$ cat src/rtl/stack_with_pop_maximum_unit_defines.svh
// Assertion macros for the stack with pop-maximum unit.
`ifndef STACK_WITH_POP_MAXIMUM_UNIT_DEFINES_SVH
`define STACK_WITH_POP_MAXIMUM_UNIT_DEFINES_SVH

// Check a condition in the same cycle as its trigger.
`define SPM_ASSERT_NOW(lbl, ante, cons, msg) \
  lbl: assert property (@(posedge clk) disable iff (!rst_n) (ante) |-> (cons)) \
    else $error(msg);

// Check a condition in the cycle after its trigger.
`define SPM_ASSERT_NEXT(lbl, ante, cons, msg) \
  lbl: assert property (@(posedge clk) disable iff (!rst_n) (ante) |=> (cons)) \
    else $error(msg);

`endif

$ cat src/rtl/spm_pkg.sv
// Shared types and constants of the stack with pop-maximum unit.
package spm_pkg;

  localparam int DEPTH      = 64;
  localparam int DATA_WIDTH = 32;
  localparam int ADDR_W     = $clog2(DEPTH);
  localparam int CNT_W      = $clog2(DEPTH + 1);

  typedef enum logic [1:0] {
    K_PUSH   = 2'd0,
    K_POP    = 2'd1,
    K_TOP    = 2'd2,
    K_POPMAX = 2'd3
  } kind_t;

  typedef enum logic [1:0] {
    ST_OK    = 2'd0,
    ST_UNDER = 2'd1,
    ST_OVER  = 2'd2
  } status_t;

  typedef enum logic [1:0] {
    S_IDLE,
    S_RD,
    S_SCAN,
    S_SHIFT
  } state_t;

  // Memory access for one cycle.
  typedef struct packed {
    logic                  we;
    logic [ADDR_W-1:0]     waddr;
    logic [DATA_WIDTH-1:0] wdata;
    logic                  re;
    logic [ADDR_W-1:0]     raddr;
  } ram_req_t;

  // Finished result, one cycle wide.
  typedef struct packed {
    logic                  valid;
    logic [DATA_WIDTH-1:0] value;
    status_t               status;
    logic [CNT_W-1:0]      count;
  } res_t;

endpackage

$ cat src/rtl/spm_ram.sv
// Element store: one write port, one read port with registered read data.
module spm_ram (
  input  logic                           clk,
  input  spm_pkg::ram_req_t              req,
  output logic [spm_pkg::DATA_WIDTH-1:0] rdata
);

  logic [spm_pkg::DATA_WIDTH-1:0] mem [spm_pkg::DEPTH];

  // Write entry
  always_ff @(posedge clk) begin
    if (req.we) begin
      mem[req.waddr] <= req.wdata;
    end
  end

  // Read entry, data in the next cycle
  always_ff @(posedge clk) begin
    if (req.re) begin
      rdata <= mem[req.raddr];
    end
  end

endmodule

$ cat src/rtl/spm_ctrl.sv
// Sequencer: push, pop, top, and the scan and shift of pop maximum.
module spm_ctrl (
  input  logic                           clk,
  input  logic                           rst_n,
  input  logic                           start,
  input  logic [1:0]                     in_kind,
  input  logic [spm_pkg::DATA_WIDTH-1:0] in_push_value,
  input  logic [spm_pkg::DATA_WIDTH-1:0] rdata,
  output logic                           busy,
  output spm_pkg::ram_req_t              req,
  output spm_pkg::res_t                  res
);

  spm_pkg::state_t                state_r, state_nxt;
  logic [spm_pkg::CNT_W-1:0]      count_r, count_nxt;
  logic [spm_pkg::ADDR_W-1:0]     idx_r, idx_nxt;
  logic [spm_pkg::ADDR_W-1:0]     best_idx_r, best_idx_nxt;
  logic [spm_pkg::DATA_WIDTH-1:0] best_val_r, best_val_nxt;
  logic                           first_r, first_nxt;
  spm_pkg::kind_t                 kind_r, kind_nxt;

  spm_pkg::kind_t                 kind_in;
  logic                           accept;
  logic                           empty;
  logic                           full;
  logic [spm_pkg::ADDR_W-1:0]     top_idx;
  logic                           cand_better;
  logic [spm_pkg::ADDR_W-1:0]     scan_best_idx;
  logic [spm_pkg::DATA_WIDTH-1:0] scan_best_val;

  // Decode command and scan compare
  always_comb begin
    kind_in       = spm_pkg::kind_t'(in_kind);
    busy          = (state_r != spm_pkg::S_IDLE);
    accept        = start && !busy;
    empty         = (count_r == '0);
    full          = (count_r == spm_pkg::CNT_W'(spm_pkg::DEPTH));
    top_idx       = spm_pkg::ADDR_W'(count_r - spm_pkg::CNT_W'(1));
    cand_better   = first_r || ($signed(rdata) > $signed(best_val_r));
    scan_best_idx = cand_better ? idx_r : best_idx_r;
    scan_best_val = cand_better ? rdata : best_val_r;
  end

  // Next state
  always_comb begin
    state_nxt = state_r;
    unique case (state_r)
      spm_pkg::S_IDLE: begin
        if (accept) begin
          unique case (kind_in)
            spm_pkg::K_PUSH:   state_nxt = spm_pkg::S_IDLE;
            spm_pkg::K_POP,
            spm_pkg::K_TOP:    state_nxt = empty ? spm_pkg::S_IDLE : spm_pkg::S_RD;
            spm_pkg::K_POPMAX: state_nxt = empty ? spm_pkg::S_IDLE : spm_pkg::S_SCAN;
            default:           state_nxt = spm_pkg::S_IDLE;
          endcase
        end
      end
      spm_pkg::S_RD: state_nxt = spm_pkg::S_IDLE;
      spm_pkg::S_SCAN: begin
        if (idx_r == '0) begin
          state_nxt = (scan_best_idx == top_idx) ? spm_pkg::S_IDLE : spm_pkg::S_SHIFT;
        end
      end
      spm_pkg::S_SHIFT: begin
        if (idx_r == top_idx) begin
          state_nxt = spm_pkg::S_IDLE;
        end
      end
      default: state_nxt = spm_pkg::S_IDLE;
    endcase
  end

  // Memory accesses, result and datapath updates
  always_comb begin
    req          = '0;
    res          = '0;
    res.status   = spm_pkg::ST_OK;
    count_nxt    = count_r;
    idx_nxt      = idx_r;
    best_idx_nxt = best_idx_r;
    best_val_nxt = best_val_r;
    first_nxt    = first_r;
    kind_nxt     = kind_r;
    unique case (state_r)
      spm_pkg::S_IDLE: begin
        if (accept) begin
          kind_nxt = kind_in;
          unique case (kind_in)
            spm_pkg::K_PUSH: begin
              res.valid = 1'b1;
              if (full) begin
                res.status = spm_pkg::ST_OVER;
              end else begin
                req.we    = 1'b1;
                req.waddr = count_r[spm_pkg::ADDR_W-1:0];
                req.wdata = in_push_value;
                count_nxt = count_r + spm_pkg::CNT_W'(1);
              end
            end
            spm_pkg::K_POP,
            spm_pkg::K_TOP,
            spm_pkg::K_POPMAX: begin
              if (empty) begin
                res.valid  = 1'b1;
                res.status = spm_pkg::ST_UNDER;
              end else begin
                req.re    = 1'b1;
                req.raddr = top_idx;
                idx_nxt   = top_idx;
                first_nxt = 1'b1;
              end
            end
            default: ;
          endcase
        end
      end
      spm_pkg::S_RD: begin
        res.valid = 1'b1;
        res.value = rdata;
        if (kind_r == spm_pkg::K_POP) begin
          count_nxt = count_r - spm_pkg::CNT_W'(1);
        end
      end
      spm_pkg::S_SCAN: begin
        // Keep the topmost largest: replace only on strictly greater
        best_idx_nxt = scan_best_idx;
        best_val_nxt = scan_best_val;
        first_nxt    = 1'b0;
        if (idx_r == '0) begin
          if (scan_best_idx == top_idx) begin
            res.valid = 1'b1;
            res.value = scan_best_val;
            count_nxt = count_r - spm_pkg::CNT_W'(1);
          end else begin
            req.re    = 1'b1;
            req.raddr = scan_best_idx + spm_pkg::ADDR_W'(1);
            idx_nxt   = scan_best_idx + spm_pkg::ADDR_W'(1);
          end
        end else begin
          req.re    = 1'b1;
          req.raddr = idx_r - spm_pkg::ADDR_W'(1);
          idx_nxt   = idx_r - spm_pkg::ADDR_W'(1);
        end
      end
      spm_pkg::S_SHIFT: begin
        // Move the entry just read down one place, read the next one up
        req.we    = 1'b1;
        req.waddr = idx_r - spm_pkg::ADDR_W'(1);
        req.wdata = rdata;
        if (idx_r == top_idx) begin
          res.valid = 1'b1;
          res.value = best_val_r;
          count_nxt = count_r - spm_pkg::CNT_W'(1);
        end else begin
          req.re    = 1'b1;
          req.raddr = idx_r + spm_pkg::ADDR_W'(1);
          idx_nxt   = idx_r + spm_pkg::ADDR_W'(1);
        end
      end
      default: ;
    endcase
    res.count = count_nxt;
  end

  // Control registers
  always_ff @(posedge clk) begin
    if (!rst_n) begin
      state_r <= spm_pkg::S_IDLE;
      count_r <= '0;
    end else begin
      state_r <= state_nxt;
      count_r <= count_nxt;
    end
  end

  // Working registers of the current command
  always_ff @(posedge clk) begin
    idx_r      <= idx_nxt;
    best_idx_r <= best_idx_nxt;
    best_val_r <= best_val_nxt;
    first_r    <= first_nxt;
    kind_r     <= kind_nxt;
  end

endmodule

$ cat src/rtl/stack_with_pop_maximum_unit.sv
// Top level of the stack with pop-maximum unit.
//
//  channel  | handshake        | beat
//  ---------+------------------+---------------------------------------------
//  command  | start, busy      | in_kind, in_push_value
//  result   | out_strobe       | out_result_value, out_status, out_is_empty,
//           |                  | out_fill_count
//
// A push finishes in the cycle that accepts it; pop and read top make one store read.
// Pop maximum reads every held entry once from the top down, then moves each
// entry above the maximum down one place, all through the single read port of
// the element store.
// Each result appears in the cycle after the command's last step, for one cycle.
// Reset empties the stack; the store itself is not cleared.
// The receiver cannot stall; busy holds off only new commands.
`include "stack_with_pop_maximum_unit_defines.svh"

module stack_with_pop_maximum_unit (
  input  logic                           clk,
  input  logic                           rst_n,
  input  logic                           start,
  output logic                           busy,
  input  logic [1:0]                     in_kind,
  input  logic [spm_pkg::DATA_WIDTH-1:0] in_push_value,
  output logic                           out_strobe,
  output logic [spm_pkg::DATA_WIDTH-1:0] out_result_value,
  output logic [1:0]                     out_status,
  output logic                           out_is_empty,
  output logic [spm_pkg::CNT_W-1:0]      out_fill_count
);

  spm_pkg::ram_req_t              req;
  spm_pkg::res_t                  res;
  logic [spm_pkg::DATA_WIDTH-1:0] rdata;

  spm_ctrl u_ctrl (
    .clk           (clk),
    .rst_n         (rst_n),
    .start         (start),
    .in_kind       (in_kind),
    .in_push_value (in_push_value),
    .rdata         (rdata),
    .busy          (busy),
    .req           (req),
    .res           (res)
  );

  spm_ram u_ram (
    .clk   (clk),
    .req   (req),
    .rdata (rdata)
  );

  // Hold the result beat for one cycle
  always_ff @(posedge clk) begin
    if (!rst_n) begin
      out_strobe <= 1'b0;
    end else begin
      out_strobe <= res.valid;
    end
  end

  always_ff @(posedge clk) begin
    out_result_value <= res.value;
    out_status       <= res.status;
    out_is_empty     <= (res.count == '0);
    out_fill_count   <= res.count;
  end

  `SPM_ASSERT_NOW(a_count_range, out_strobe, out_fill_count <= spm_pkg::CNT_W'(spm_pkg::DEPTH), "fill count beyond depth")
  `SPM_ASSERT_NOW(a_empty_flag, out_strobe, out_is_empty == (out_fill_count == '0), "empty flag disagrees with count")
  `SPM_ASSERT_NOW(a_overflow_full, out_strobe && (out_status == spm_pkg::ST_OVER), out_fill_count == spm_pkg::CNT_W'(spm_pkg::DEPTH), "overflow while not full")
  `SPM_ASSERT_NEXT(a_push_result, start && !busy && (in_kind == spm_pkg::K_PUSH), out_strobe && !busy, "push gave no result next cycle")

endmodule
$ cat config.mk
export PLATFORM = sky130hd
export DESIGN_NAME = stack_with_pop_maximum_unit
export DESIGN_NICKNAME = d
export VERILOG_FILES = /design/src/rtl/spm_pkg.sv /design/src/rtl/spm_ram.sv /design/src/rtl/spm_ctrl.sv /design/src/rtl/stack_with_pop_maximum_unit.sv
export VERILOG_INCLUDE_DIRS = /design/src /design/src/rtl
export SDC_FILE = /design/constraint.sdc
export NUM_CORES = 2
export LEC_CHECK = 0
export BUFFER_PORTS_ARGS = -buffer_cell sky130_fd_sc_hd__buf_4
export CORE_UTILIZATION = 40
export CTS_CLUSTER_SIZE = 25
export DETAILED_ROUTE_END_ITERATION = 12
export PLACE_DENSITY = 0.66
export SLEW_MARGIN = 30
export SYNTH_ARGS = -nofsm -noshare
export SYNTH_HDL_FRONTEND = slang
export SYNTH_SLANG_ARGS = --single-unit
$ cat constraint.sdc
create_clock -name clk -period 9.85 [get_ports clk]
set_clock_uncertainty 0.15 [all_clocks]
set_input_delay 0.985 -clock clk [delete_from_list [all_inputs] [get_ports clk]]
set_output_delay 0.985 -clock clk [all_outputs]
set_load 0.005 [all_outputs]
==> metrics.md <==
| Metric | Value |
|---|---|
| First-pass GRT wire length | `391 mm` |
| CP max-delay cell | `nor4_1` |
| WL final | `~270 mm` |
| Sequential area share after synthesis | `between 70% and 80%` |
| Syn Inst Count | `around 6,200` |
| Crit path DAT | `8270 ps` |
| Achievable Freq | `~130 MHz` |
| Area Overhead vs Synth | `13.8%` |
| # resized after CTS | `0` |
| Pin count of the biggest net entering global routing | `154` |
| HP Class | `in2reg` |
| Run status | `finished, final reports clean` |
| Slew HR | `between 20% and 30%` |
| Vias/cell | `between 6 and 7` |
| Initial antenna violation count | `7` |
| Yosys cell types | `between 70 and 80` |
| Util after Layout | `45.8%` |
| Row cnt | `around 170` |
| Layout cells sized above 1 | `between 10% and 20%` |
| Critical path class | `reg2reg` |
| Root Driver | `clkbuf_16` |
| Max_cap viols | `0` |
| Hold EP | `u_ctrl.kind_r[1]` |
| Overflow after GRT | `0` |
| Post-CTS Setup Inserts | `0` |
| # port buffers | `80` |
| Worst EP required | `roughly 10,000 ps` |
| Measured slew at the worst slew-check pin | `approximately 1200 ps` |
| Most common cell on crit path | `buf_4` |
| CTS tree | `built` |
| Final Hold Vio Count | `0` |
| GPL Wtd Cong | `between 0.9 and 1` |
| Worst path cell trace | `ha_1, nand4_1, nor4_2, nand2_1, or3_1, and3_1, nor2_4, buf_4, mux2i_1, and3b_1, xnor2_1, a21oi_1, nand3_1, a21oi_1, nand2_1, buf_4, nor4_1, nor4_2, buf_4` |
| Fin. max-slew vios | `0` |
| Drt initial violations | `8,420` |
| Antenna-violating nets left | `0` |
| Syn avg cell area | `roughly 14 um^2` |
| Main flop type after synthesis | `edfxtp_1` |
| Setup-failing EPs final | `0` |
| Die ar. | `approximately 220,000 um^2` |
| Clock buffer depth | `3` |
| Crit-path max FO | `66` |
| Num ports | `81` |
| Total track usage | `approximately 24%` |
| DR vias | `roughly 57,000` |
| Hpwl dp | `~150 mm` |
| CP peak stage delay | `slightly above 1000 ps` |
| R2r endpoint | `u_ram.rdata[12]` |
| Hold depth | `1` |
| Pre-CTS setup slack | `approximately 2300 ps` |
| RSZ-0062 raised after global routing | `false` |
| Period utilization | `between 70% and 80%` |
| Chip height | `470 um` |
| Drt wl/cell | `29.5 um` |
| Ys async rst share | `0%` |
| CTS clk-pin slew, worst paths | `~70 ps` |
| Initial Util | `around two fifths` |
| Die W | `around 470 um` |
| Core region area | `about 220,000 um^2` |
| Synthesis Warnings | `0` |
| Syn Nets | `6,273` |
| Peak supply drop | `approximately 600 uV` |
| CTS H-tree lvls | `4` |
| P_leak | `around 0.034 uW` |
| Clock sink count | `2,179` |
| Post-cts hold buffer count | `0` |
| TNS Setup | `0 ps` |
| Post-layout power | `33,000 uW` |
| CP startpoint kind | `flip-flop` |
| Fin worst setup slack | `2060 ps` |
| Vias in the first global route | `54,349` |
| Pre-Repair DR Iteration Count | `8` |
| TritonCTS Buffers | `roughly 210` |
| Reg-to-reg startpoint | `u_ram.rdata[26]` |
| Nets | `around 6,300` |
| Post-synth EDFFs | `around 2,100` |
| R2R Setup Slk | `about 2100 ps` |
| CP Capture Type | `flip-flop` |
| Hold Crit Start | `in_kind[1]` |
| Fin crit period | `7790 ps` |
| Clock Latency Late Sink | `approximately 890 ps` |
| Worst r2r path cells | `19` |
| Register bit total from synthesis | `~2,200` |
| DRC Markers | `0` |
| Mapped cell area | `87,600 um^2` |
| PwrDens | `roughly 330 nW/um^2` |
cells in the mapped netlist, drive strengths merged (5+ instances only):
cell type | n | share of area, %
a21oi | 108 | 0.62
ha | 47 | 0.67
a221oi | 62 | 0.63
nand3 | 82 | 0.47
a32oi | 129 | 1.3
buf | 169 | 1.2
dfxtp | 52 | 1.2
o21a | 5 | 0.043
a211oi | 191 | 1.6
nand2 | 773 | 3.3
xor2 | 11 | 0.11
o22ai | 164 | 1.2
o211ai | 6 | 0.051
nor3b | 7 | 0.066
clkbuf | 291 | 1.2
a31oi | 100 | 0.71
a21o | 9 | 0.077
and3 | 200 | 1.4
and4 | 55 | 0.55
edfxtp | 2127 | 73
nand2b | 7 | 0.050
mux2i | 204 | 2.3
xnor2 | 11 | 0.11
nor4 | 99 | 0.73
o21ai | 458 | 2.6
nand4 | 15 | 0.11
nor3 | 212 | 1.2
nand3b | 8 | 0.069
inv | 51 | 0.22
and2 | 9 | 0.064
nor2 | 338 | 1.5
nor2b | 5 | 0.036
a22oi | 78 | 0.67
or3 | 62 | 0.45
worst max-delay path, delay by kind of cell, from the launching register on:
family,cells,cell delay (ps)
simple gates,11,3690
flops,1,580
fa+ha+maj,1,390
compound gates,2,870
xor+xnor,1,130
mux,1,380
buf+inv,3,1310
flip-flops by register name, indices dropped and copies added (netlist names), 2 cells and up:
| name | flops |
|---|---|
| out_fill_count | 7 |
| u_ctrl.best_idx_r | 6 |
| out_result_value | 32 |
| u_ram.mem | 2048 |
| u_ctrl.best_val_r | 32 |
| out_status | 2 |
| u_ctrl.idx_r | 6 |
| u_ctrl.state_r | 2 |
| u_ctrl.count_r | 7 |
| u_ctrl.kind_r | 2 |
| u_ram.rdata | 32 |
area by class of cell:
type	instances	area (um^2)
multi-input cells	3498	21600
clock inverters	127	1060
fillers	18586	118000
well taps	2854	3570
inverters	52	195
flip-flops and latches	2179	64900
clock buffers	259	5500
diodes	5	12.5
repair buffers	320	2760
stage by stage:
step                      cells  area, um^2  hold slack (ps)
after floorplan            6189       87600              367
after global placement     8888       92700              413
after detailed placement   8901       93000              410
after CTS                  9287       99600              113
after global routing       9290       99600              137
final                      9294       99600              161
where the power goes:
| group | switching (uW) | total (uW) | internal, uW |
|---|---|---|---|
| combinational | 10100 | 14000 | 3960 |
| clock | 3490 | 7750 | 4260 |
| sequential | 290 | 11300 | 11000 |
| total | 13900 | 33000 | 19200 |
kinds of logic (layout without fill, tap and decap cells):
logic type / Yosys count / in the layout / synth area share [%]
fa+ha+maj: 47 / 47 / 0.672
compound gates: 1336 / 1336 / 9.81
simple gates: 1885 / 1885 / 10.1
xor+xnor: 22 / 22 / 0.220
flops: 2179 / 2179 / 74.1
mux: 208 / 208 / 2.38
other cells: 0 / 5 / 0
buf+inv: 512 / 758 / 2.65
layout by cell type (no fill, tap or decap), types with 15 or more instances in the layout:
master and instances:
a211oi_1 179, a21oi_1 105, a221oi_1 61, a22oi_1 78, a31oi_1 98, a32oi_1 129
and3_1 200, and4_1 55, buf_12 25, buf_4 290, clkbuf_1 44, clkbuf_16 211
clkinv_1 52, clkinv_2 40, dfxtp_1 52, edfxtp_1 2127, ha_1 43, inv_1 51
mux2i_1 204, nand2_1 772, nand3_1 79, nand4_1 15, nor2_1 237, nor2_4 100
nor3_1 209, nor4_1 55, nor4_2 42, o21ai_0 451, o22ai_1 163, or3_1 61
metal layers:
metal	share of wire (%)	global-route usage, %	vias to the layer above
met5	0.023	0	-
met4	5.1	11.6	8
met3	12	5.62	608
met2	45	37.0	3728
met1	38	32.3	28935
li1	-	-	24161
worst max path at each step:
stage                     from         endpoint  slack, ps  cells after the start
2_1_floorplan  u_ram.rdata[31]  u_ram.rdata[17]       4080                     25
3_5_place_dp   u_ram.rdata[26]  u_ram.rdata[12]       2300                     19
5_1_grt        u_ram.rdata[26]  u_ram.rdata[12]       1990                     19
6_report       u_ram.rdata[26]  u_ram.rdata[12]       2060                     19
3_3_place_gp   u_ram.rdata[26]   u_ram.rdata[0]       1310                     18
4_1_cts        u_ram.rdata[26]  u_ram.rdata[12]       2270                     19
Power figures use the tool's default switching activity.
